`src/hdl/swp_pkg.sv`:
```
// swp_pkg: shared types and constants for sliding_window_pool_2d.
// No dependencies.
`timescale 1ns / 1ps
package swp_pkg;
    localparam int DEF_MAX_WIDTH    = 1024;
    localparam int DEF_MAX_WINDOW_H = 8;
    localparam int DEF_MAX_WINDOW_W = 8;
    localparam int MAX_HEIGHT       = 1024;
    localparam int PIX_W            = 16;
    localparam int COL_W            = 20;
    localparam int CNT_W            = 11;

    typedef enum logic [2:0] {
        REG_IMAGE_WIDTH   = 3'd0,
        REG_IMAGE_HEIGHT  = 3'd1,
        REG_WINDOW_HEIGHT = 3'd2,
        REG_WINDOW_WIDTH  = 3'd3,
        REG_POOL_MODE     = 3'd4,
        REG_AVERAGE_SCALE = 3'd5
    } t_reg_idx;

    // Classified word passed from front to back.
    typedef struct packed {
        logic signed [COL_W-1:0] colv;   // column reduction
        logic                    col_wr; // column reduction valid for the window
        logic                    emit;   // a result is due
        logic                    last;   // last pixel of plane
        logic [3:0]              slot;   // column window slot
    } t_item;

    typedef struct packed {
        logic [CNT_W-1:0] width;
        logic [CNT_W-1:0] height;
        logic [4:0]       win_h;
        logic [4:0]       win_w;
        logic             mode;
        logic [15:0]      scale;
    } t_cfg;
endpackage

```
`src/hdl/swp_fifo.sv`:
```
// swp_fifo: short queue decoupling front and back.
// Depends on swp_pkg.
`timescale 1ns / 1ps
module swp_fifo (
    input  logic           i_clk,
    input  logic           i_rst_n,
    input  logic           i_valid,
    output logic           o_ready,
    input  swp_pkg::t_item i_item,
    output logic           o_valid,
    input  logic           i_ready,
    output swp_pkg::t_item o_item
);
    import swp_pkg::*;
    t_item      r_q [4];
    logic [1:0] r_wp, r_rp;
    logic [2:0] r_cnt;
    logic wr, rd;
    assign o_ready = r_cnt != 3'd4;
    assign o_valid = r_cnt != 3'd0;
    assign o_item  = r_q[r_rp];
    assign wr = i_valid && o_ready;
    assign rd = o_valid && i_ready;
    always_ff @(posedge i_clk) begin
        if (!i_rst_n) begin
            r_wp <= '0; r_rp <= '0; r_cnt <= '0;
        end else begin
            if (wr) r_wp <= r_wp + 1'b1;
            if (rd) r_rp <= r_rp + 1'b1;
            r_cnt <= r_cnt + {2'b0, wr} - {2'b0, rd};
        end
    end
    always_ff @(posedge i_clk) begin
        if (wr) r_q[r_wp] <= i_item;
    end
`ifndef SYNTHESIS
    a_no_overflow: assert property (@(posedge i_clk) disable iff (!i_rst_n)
        r_cnt == 3'd4 |=> r_cnt != 3'd0) else $error("queue count jumped");
    a_count: assert property (@(posedge i_clk) disable iff (!i_rst_n)
        r_cnt <= 3'd4) else $error("queue overflow");
    a_ptr: assert property (@(posedge i_clk) disable iff (!i_rst_n)
        (r_cnt == 3'd0 || r_cnt == 3'd4) |-> r_wp == r_rp) else $error("pointer mismatch");
`endif
endmodule

```
`config.mk`:
```
export PLATFORM = sky130hd
export DESIGN_NAME = swp_fifo
export DESIGN_NICKNAME = d
export VERILOG_FILES = /design/src/hdl/swp_pkg.sv /design/src/hdl/swp_fifo.sv
export SDC_FILE = /design/constraint.sdc
export NUM_CORES = 1
export LEC_CHECK = 0
export BUFFER_PORTS_ARGS = -buffer_cell sky130_fd_sc_hd__buf_2
export CORE_ASPECT_RATIO = 1.4
export CORE_MARGIN = 4
export CORE_UTILIZATION = 61
export DETAILED_ROUTE_END_ITERATION = 6
export GPL_TIMING_DRIVEN = 0
export PLACE_DENSITY = 0.84
export REMOVE_ABC_BUFFERS = 1
export SYNTH_ARGS = -nofsm -noshare
export SYNTH_HDL_FRONTEND = slang
export SYNTH_SLANG_ARGS = --single-unit
```
`constraint.sdc`:
```
create_clock -name i_clk -period 3.9 [get_ports i_clk]
set_clock_uncertainty 0.2 [all_clocks]
set_input_delay 0.39 -clock i_clk [delete_from_list [all_inputs] [get_ports i_clk]]
set_output_delay 0.39 -clock i_clk [all_outputs]
set_load 0.02 [all_outputs]
```
==> results.md <==
- Minimum clock period: 2.87 ns
- Post-synth top flop: edfxtp_1
- CORE AREA: 7030 sq um
- Unrepaired setup endpoints after global routing: no
- Critical Path Start Type: flop
- Post-layout total power: 4070 uW
- Synth Cell Area: 4420 sq um
- Number of global-route vias before repair: 2329
- Syn_area_per_cell: 23.4 sq um
- TNS Setup: 0 ns
- Post-route ant nets: 0
- Proportion of layout cells with a drive suffix above 1: 0.381
- GRT Total Usage: 0.218
- Most common cell in the synthesized netlist: edfxtp_1
- Post-synth EDFFs: 108
- Antenna violations before repair: 0
- Slowest cell on the critical path: dfxtp_1
- Filler Cell Count: 373
- Critical path fanouts, max: 27
- Max clock buf depth: 2
- Initial DRC Count: 175
- Final period utilization: 0.737
- Pwr Density: 716 nW/um^2
- Cell taking the most area after synthesis: edfxtp_1
- Least-Margin Pin Slew: 1.22 ns
- Post-route DRC violation count: 0
- Yosys cell types: 21
- Max Slew Vio Count: 0
- CTS tree: yes
- H-tree depth: 4
- WL/cell: 21.1 um
- First-pass GRT wire length: 13000 um
- Hold_buf cts: 28
- Starting Density: 0.629
- Leak Pwr: 0.00202 uW
- Crit end category: primary output
- Largest net degree at the start of global routing: 28
- Chip height: 109 um
- First-pass DRT Iterations: 5
- Final setup vio count: 0
- HP Class: in2reg
- CTS root buf: clkbuf_8
- CTS clk-pin slew, worst paths: 0.06 ns
- Ys async rst share: 0
- Maximum clock frequency: 348 MHz
- Slew headroom: 0.184
- CP arrival: 2.28 ns
- Postcts setup bufs: 0
- Gate Count Post-Synth: 189
- Fraction of the yosys area taken by sequential cells: 0.775
- Worst-skew pair later-pin latency: 0.51 ns
- Max incr delay on CP: 1.13 ns
- # IOs: 60
- Critical path type: reg2out
- WL final: 8360 um
- Final Hold Fails: 0
- Post-DR vias/cell: 5.50
- Seq cells post-synth: 117
- Nets: 327
- Commonest cells post-synth: edfxtp_1 (108), mux4_2 (20), dfxtp_1 (9)
- Via count: 2184
- Synth-to-Final Area Change: 28.7%
- Die ar.: 8690 sq um
- Top cells by area, synth: edfxtp_1 (73%), mux4_2 (10%), mux4_1 (4.2%), dfxtp_1 (4.1%), ha_1 (1.7%)
- Sinks on Clock Net: 117
- Cts repair resizes: 0
- Status: complete, no violations
- CP Data Required Time: 3.31 ns
- Die Wd: 79.9 um
- Rows: 36
- Gpl congestion: 0.688
- DP Wirelength: 4120 um
- IO Port Bufs: 59
- Total of max-cap violations: 0
- GR Overflow Total: 0
- Antenna diodes: 0
- YS warnings: 0
- Worst VDD drop: 0.560 mV
- CTS Buf Count: 17
- CP cell instances: mux4_2 -> buf_2
- Top cell type's share of synthesized area: 0.734
[per-layer routing]
layer,global-route usage,vias up,share of wire
met2,0.358,80,0.55
met4,0.0761,0,0.011
met5,0,-,0
met3,0.0793,12,0.058
li1,-,982,-
met1,0.270,1110,0.38
[worst paths after layout]
check                               from    endpoint  slack (ns)  depth (start not counted)
worst min-delay path             i_valid     r_wp[1]        0.13                          3
worst max register to register  r_cnt[1]    r_cnt[2]        1.28                         11
worst max-delay path                flop  o_item[18]        1.03                          2
worst min register to register   r_wp[1]     r_wp[1]        0.32                          2
[metrics by stage]
step | setup WS, ns | instance area, sq um | instances | utilization | hold WS (ns)
2_1_floorplan | 1.33 | 4350 | 182 | - | 0.268
3_3_place_gp | 0.808 | 4760 | 336 | 0.678 | 0.289
3_5_place_dp | 1.23 | 4780 | 337 | 0.681 | 0.297
4_1_cts | 0.986 | 5680 | 397 | 0.808 | 0.108
5_1_grt | 0.858 | 5680 | 397 | 0.809 | 0.121
6_report | 1.03 | 5680 | 397 | 0.809 | 0.135
[sequential cells by signal (all words and copies together) (netlist names), named ones only]
register,flops
r_rp,2
r_cnt,3
r_wp,2
r_q,108
[worst max-delay path: cells and delay by family (launching register included)]
kind	cells	cell delay (ns)
DFF	1	1.13
buffers and inverters	1	0.18
muxes	1	0.46
[report_power, final]
group / internal [uW] / switching (uW) / leakage [uW] / total [uW]
Combinational: 387 / 468 / 0.000660 / 855
Sequential: 1530 / 90.0 / 0.00106 / 1620
Clock: 1080 / 510 / 0.000298 / 1590
[kinds of logic (layout without fill, tap and decap cells)]
kind of cell,after synthesis,count (layout),synth area share
xor+xnor,4,4,0.00793
flops,117,117,0.775
mux,29,29,0.148
compound gates,3,3,0.00652
fa+ha+maj,7,7,0.0215
buf+inv,12,125,0.0201
simple gates,17,17,0.0207
[cell type report]
class,count,area (sq um),share of cell area
sequential,117,3420,0.602
multi-input combinational,60,910,0.160
timing repair buffer,88,596,0.105
clock buffer,23,467,0.0821
clock inverter,9,150,0.0264
tap,95,119,0.0209
inverter,5,18.8,0.00330
[placed cells by master (no fill, tap or decap), types with 5 or more instances in the layout]
master,count
ha_1,6
mux4_1,7
buf_2,59
inv_1,5
mux4_2,20
nand2_1,5
clkbuf_16,16
dfxtp_1,8
edfxtp_1,108
dlygate4sd3_1,28
Power figures use the tool's default switching activity.
