--- config.mk ---
export PLATFORM = sky130hd
export DESIGN_NAME = swp_back
export DESIGN_NICKNAME = d
export VERILOG_FILES = /design/src/hdl/swp_pkg.sv /design/src/hdl/swp_back.sv
export SDC_FILE = /design/constraint.sdc
export NUM_CORES = 2
export LEC_CHECK = 0
export ABC_CLOCK_PERIOD_IN_PS = 30100
export BUFFER_PORTS_ARGS = -buffer_cell sky130_fd_sc_hd__buf_2
export CAP_MARGIN = 30
export CORE_ASPECT_RATIO = 1.75
export CORE_UTILIZATION = 65
export CTS_CLUSTER_DIAMETER = 60
export DETAILED_ROUTE_END_ITERATION = 10
export PLACE_DENSITY = 0.79
export SETUP_SLACK_MARGIN = 0.15
export SKIP_LAST_GASP = 1
export SYNTH_ARGS = -nofsm -noshare
export SYNTH_HDL_FRONTEND = slang
export SYNTH_SLANG_ARGS = --single-unit
--- constraint.sdc ---
create_clock -name i_clk -period 30.1 [get_ports i_clk]
set_input_delay 6.02 -clock i_clk [delete_from_list [all_inputs] [get_ports i_clk]]
set_output_delay 6.02 -clock i_clk [all_outputs]
set_load 0.005 [all_outputs]
--- src/hdl/swp_pkg.sv ---
// swp_pkg: shared types and constants for sliding_window_pool_2d.
// No dependencies.
`timescale 1ns / 1ps
package swp_pkg;
    localparam int DEF_MAX_WIDTH    = 1024;
    localparam int DEF_MAX_WINDOW_H = 8;
    localparam int DEF_MAX_WINDOW_W = 8;
    localparam int MAX_HEIGHT       = 1024;
    localparam int PIX_W            = 16;
    localparam int COL_W            = 20;
    localparam int CNT_W            = 11;

    typedef enum logic [2:0] {
        REG_IMAGE_WIDTH   = 3'd0,
        REG_IMAGE_HEIGHT  = 3'd1,
        REG_WINDOW_HEIGHT = 3'd2,
        REG_WINDOW_WIDTH  = 3'd3,
        REG_POOL_MODE     = 3'd4,
        REG_AVERAGE_SCALE = 3'd5
    } t_reg_idx;

    // Classified word passed from front to back.
    typedef struct packed {
        logic signed [COL_W-1:0] colv;   // column reduction
        logic                    col_wr; // column reduction valid for the window
        logic                    emit;   // a result is due
        logic                    last;   // last pixel of plane
        logic [3:0]              slot;   // column window slot
    } t_item;

    typedef struct packed {
        logic [CNT_W-1:0] width;
        logic [CNT_W-1:0] height;
        logic [4:0]       win_h;
        logic [4:0]       win_w;
        logic             mode;
        logic [15:0]      scale;
    } t_cfg;
endpackage

--- src/hdl/swp_back.sv ---
// swp_back: column window, horizontal reduction, scaling and output register.
// Depends on swp_pkg.
`timescale 1ns / 1ps
module swp_back #(
    parameter int MAX_WINDOW_W = swp_pkg::DEF_MAX_WINDOW_W
) (
    input  logic               i_clk,
    input  logic               i_rst_n,
    input  swp_pkg::t_cfg      i_cfg,
    input  logic               i_valid,
    output logic               o_ready,
    input  swp_pkg::t_item     i_item,
    output logic               o_valid,
    input  logic               i_ready,
    output logic signed [15:0] o_pooled,
    output logic               o_last
);
    import swp_pkg::*;
    localparam int WW = (MAX_WINDOW_W > 1) ? $clog2(MAX_WINDOW_W) : 1;
    localparam int SW = COL_W + 4;

    logic signed [COL_W-1:0] r_cw [MAX_WINDOW_W];
    // Stage 1: reduction. Stage 2: multiply. Stage 3: round/saturate (average) or pass max to output.
    logic r_s1_vld, r_s2_vld, r_o_vld;
    logic signed [SW-1:0] r_s1_acc;
    logic r_s1_mode, r_s1_last, r_s2_mode, r_s2_last;
    logic signed [SW+17-1:0] r_s2_prod;
    logic signed [15:0] r_s2_max;
    logic signed [15:0] r_out;
    logic r_o_last;

    logic adv_o, adv_2, adv_1;
    assign adv_o   = !r_o_vld || i_ready;
    assign adv_2   = !r_s2_vld || adv_o;
    assign adv_1   = !r_s1_vld || adv_2;
    assign o_ready = adv_1;
    logic take;
    assign take = i_valid && adv_1;

    logic signed [SW-1:0] n_acc;
    logic signed [15:0]   n_sat;
    always_comb begin
        logic signed [SW-1:0] v;
        int idx;
        n_acc = SW'(i_item.colv);
        for (int k = 1; k < MAX_WINDOW_W; k++) begin
            idx = int'(i_item.slot[WW-1:0]) - k;
            if (idx < 0) idx = idx + MAX_WINDOW_W;
            v = SW'(r_cw[idx[WW-1:0]]);
            if (k < int'(i_cfg.win_w)) begin
                if (i_cfg.mode) n_acc = n_acc + v;
                else if (v > n_acc) n_acc = v;
            end
        end
    end

    always_ff @(posedge i_clk) begin
        if (take && i_item.col_wr) r_cw[i_item.slot[WW-1:0]] <= i_item.colv;
        if (take) begin
            r_s1_acc  <= n_acc;
            r_s1_mode <= i_cfg.mode;
            r_s1_last <= i_item.last;
        end
        if (adv_2 && r_s1_vld) begin
            r_s2_prod <= (SW+17)'(r_s1_acc) * $signed({1'b0, i_cfg.scale});
            r_s2_max  <= r_s1_acc[15:0];
            r_s2_mode <= r_s1_mode;
            r_s2_last <= r_s1_last;
        end
        if (adv_o && r_s2_vld) begin
            r_o_last <= r_s2_last;
            if (r_s2_mode) r_out <= n_sat;
            else r_out <= r_s2_max;
        end
    end

    always_comb begin
        logic signed [SW+17-1:0] q;
        q = (r_s2_prod + (SW+17)'(32768)) >>> 16;
        if (q > (SW+17)'(32767)) n_sat = 16'sh7fff;
        else if (q < -(SW+17)'(32768)) n_sat = -16'sh8000;
        else n_sat = q[15:0];
    end

    always_ff @(posedge i_clk) begin
        if (!i_rst_n) begin
            r_s1_vld <= 1'b0; r_s2_vld <= 1'b0; r_o_vld <= 1'b0;
        end else begin
            if (adv_1) r_s1_vld <= i_valid && i_item.emit;
            if (adv_2) r_s2_vld <= r_s1_vld;
            if (adv_o) r_o_vld <= r_s2_vld;
        end
    end
    assign o_valid  = r_o_vld;
    assign o_pooled = r_out;
    assign o_last   = r_o_last;
`ifndef SYNTHESIS
    a_hold: assert property (@(posedge i_clk) disable iff (!i_rst_n)
        r_o_vld && !i_ready |=> r_o_vld && $stable(r_out)) else $error("output dropped");
    a_s2: assert property (@(posedge i_clk) disable iff (!i_rst_n)
        r_s2_vld && !adv_o |=> r_s2_vld) else $error("stage lost");
    a_s1: assert property (@(posedge i_clk) disable iff (!i_rst_n)
        r_s1_vld && !adv_2 |=> r_s1_vld) else $error("stage lost");
`endif
endmodule

==> metrics <==
Post-synth ARST share=0%; initial antenna violation count=3; worst r2r dst=r_s1_acc[23]; die area=0.0662 mm2; commonest non-fill, non-tap cell in the layout=inv_1; Post-CTS Hold Fix Bufs=0; clock latency on the worst-skew pair=just over 600 ps; design area=0.0446 mm2; Longest Clk Path Bufs=3; clock tree from TritonCTS=yes; # DRC=0; register area share after synthesis=17.6%; commonest cells after routing, fill and taps aside=663 x inv_1, 435 x nand2_1, 420 x ha_1; final wirelength=141 mm; Placer Congestion=approximately 1.1; Hold Crit Start=r_s2_last; core area=0.0643 mm2; fin nets=5381; DRT Pass-1 Iters=6; layout cell share with drive strength beyond 1=12.8%; die height=340 um; Critical Path AT=29130 ps; clock root buffer=clkbuf_16; status=finished, final reports clean; Post-synth top flop=edfxtp_1; largest net degree at the start of global routing=87; Reg-to-Reg Start=r_cw[2][4]; Buf/Inv on CP=12; number of synthesized flops with an enable pin=247; Area after DPL=0.0437 mm2; slowest CP cell=ha_4; CP max FO=32; Worst Setup End Kind=flip-flop; Synth Cell Area=between 0.04 and 0.05 mm2; CTS clk-pin slew, worst paths=60 ps; setup TNS=0 ps; Max-slew headroom=27.3%; CP Launch Type=input port; Synth Register Bits=250; grt ovf=0; die width=195 um; Crit path top cell by count=a21oi_1; GRT Total Usage=a little over two fifths; hold path depth=0; Hold Path Class=flip-flop to flip-flop; Routed Antenna Nets=0; Max stage delay on crit path=610 ps; reg-to-reg slack, setup=7070 ps; P&R area growth vs syn=5.35%; post-synthesis instance total=4487; post-DP HPWL=109 mm; Net Count, Synth=5372; initial core utilization=roughly 66%; via count=35517; DR iter-0 viols=3145; final setup vio count=0; vias in the first global route=approximately 37000; maxcap violations=0; Worst EP required=between 30000 and 40000 ps; fin. max-slew vios=0; hold endpoint=o_last; Syn. warnings=0; FILL cells=around 5000; Setup CP Type=input port to flip-flop; pin slew with the least headroom to its limit=1080 ps; CTS Sinks=250; R2R depth=88; first-pass GRT wire length=around 210 mm; TritonCTS buffer count=26; Fmax=34.7 MHz; row cnt=123; Crit. Startpoint=i_item[1]; hold slack=approximately 430 ps; Fin Clk Skew=41.2 ps; # H-tree levels=1; part of the cycle the worst path needs=95.7%; WL per Instance=26.4 um; min cycle time layout=28820 ps; synth unique cells=115; I/O pins=around 100; unrepaired setup endpoints after global routing=false; final-report hold violation count=0; IO buf count=70; syn_area_per_cell=9.44 um2; vias per cell=~6.7; CP top delay family=compound AO/OA/AOI/OAI gates
[worst max-delay path by stage]
stage	end	slack (ps)	depth (start not counted)
3_5_place_dp	r_s1_acc[23]	1050	93
6_report	r_s1_acc[23]	1280	91
5_1_grt	r_s1_acc[23]	180	96
4_1_cts	r_s1_acc[23]	1550	90
3_3_place_gp	r_s1_acc[23]	1180	88
2_1_floorplan	r_s1_acc[23]	2190	105
[cells by family after synthesis]
| logic type | after synthesis | synth area share, % |
|---|---|---|
| AO/OA/AOI/OAI | 858 | 14.0 |
| XOR/XNOR | 168 | 3.47 |
| adder cells (fa/ha/maj) | 805 | 30.5 |
| buffers and inverters | 867 | 8.15 |
| flip-flops | 250 | 17.6 |
| multiplexers | 297 | 12.1 |
| AND/OR/NAND/NOR | 1242 | 14.0 |
[cell usage after synthesis, drive strengths merged (53+ instances only)]
cell type	count	area [um2]
a21oi	239	1200
and2	192	1200
buf	66	447
clkbuf	127	477
edfxtp	247	7420
fa	382	7650
ha	423	5290
inv	674	2530
mux2	115	1300
mux4	160	3620
nand2	437	1650
nand3	62	310
nor2	255	967
nor3	78	390
o21ai	153	800
xnor2	115	1010
xor2	53	464
[final cells by class]
type                            instances  area [um2]  area share, %
Inverter                              674        2530           5.67
Timing Repair Buffer                  174        1200           2.69
Clock buffer                           30         666           1.49
Multi-Input combinational cell       3370       31600           70.7
Tap cell                              812        1020           2.28
Antenna cell                            1        2.50        0.00561
Clock inverter                         16         170          0.381
Sequential cell                       250        7480           16.8
[what timing repair did]
| item | CTS | global route |
|---|---|---|
| setup endpoints to repair | 0 | 3 |
| resized for setup | 0 | 6 |
| setup buffers | 0 | 0 |
[through the flow]
step,setup slack [ps],utilization (%),instances
after floorplan,2190,-,4487
after global placement,1180,68.0,5276
after detailed placement,1050,68.0,5278
after CTS,1550,69.3,5324
after global routing,184,69.4,5326
final,1280,69.4,5327
[sequential cells by signal, indices dropped and copies added, names as in the netlist]
signal,count
r_s2_max,16
r_s2_last,1
r_s2_mode,1
o_last,1
r_s1_mode,1
o_pooled,16
r_s2_prod,26
r_s1_vld,1
r_s1_acc,24
r_s2_vld,1
r_cw,160
o_valid,1
r_s1_last,1
[worst reg2reg max path: cells and delay by family (launching register included)]
kind                       cells  cell delay [ps]
AOI/OAI and AO/OA             39             9900
xor gates and xnor gates       2              600
adders and majority gates      7             2860
buffers and inverters          9             1040
DFF                            1              440
muxes                          3             1280
and+or+nand+nor               28             6650
[layer usage]
layer  share of wire (%)  vias to the layer above  global-route usage, %
met4                  13                        6                   46.3
met5               0.031                        -                      0
met3                 9.3                      808                   11.9
met2                  49                     1905                   74.3
li1                    -                    15549                      -
met1                  29                    17249                   39.3
Power is left out: the tool's default activity adds up to more than one toggle a clock period on the data nets, which glitch-free logic cannot reach.
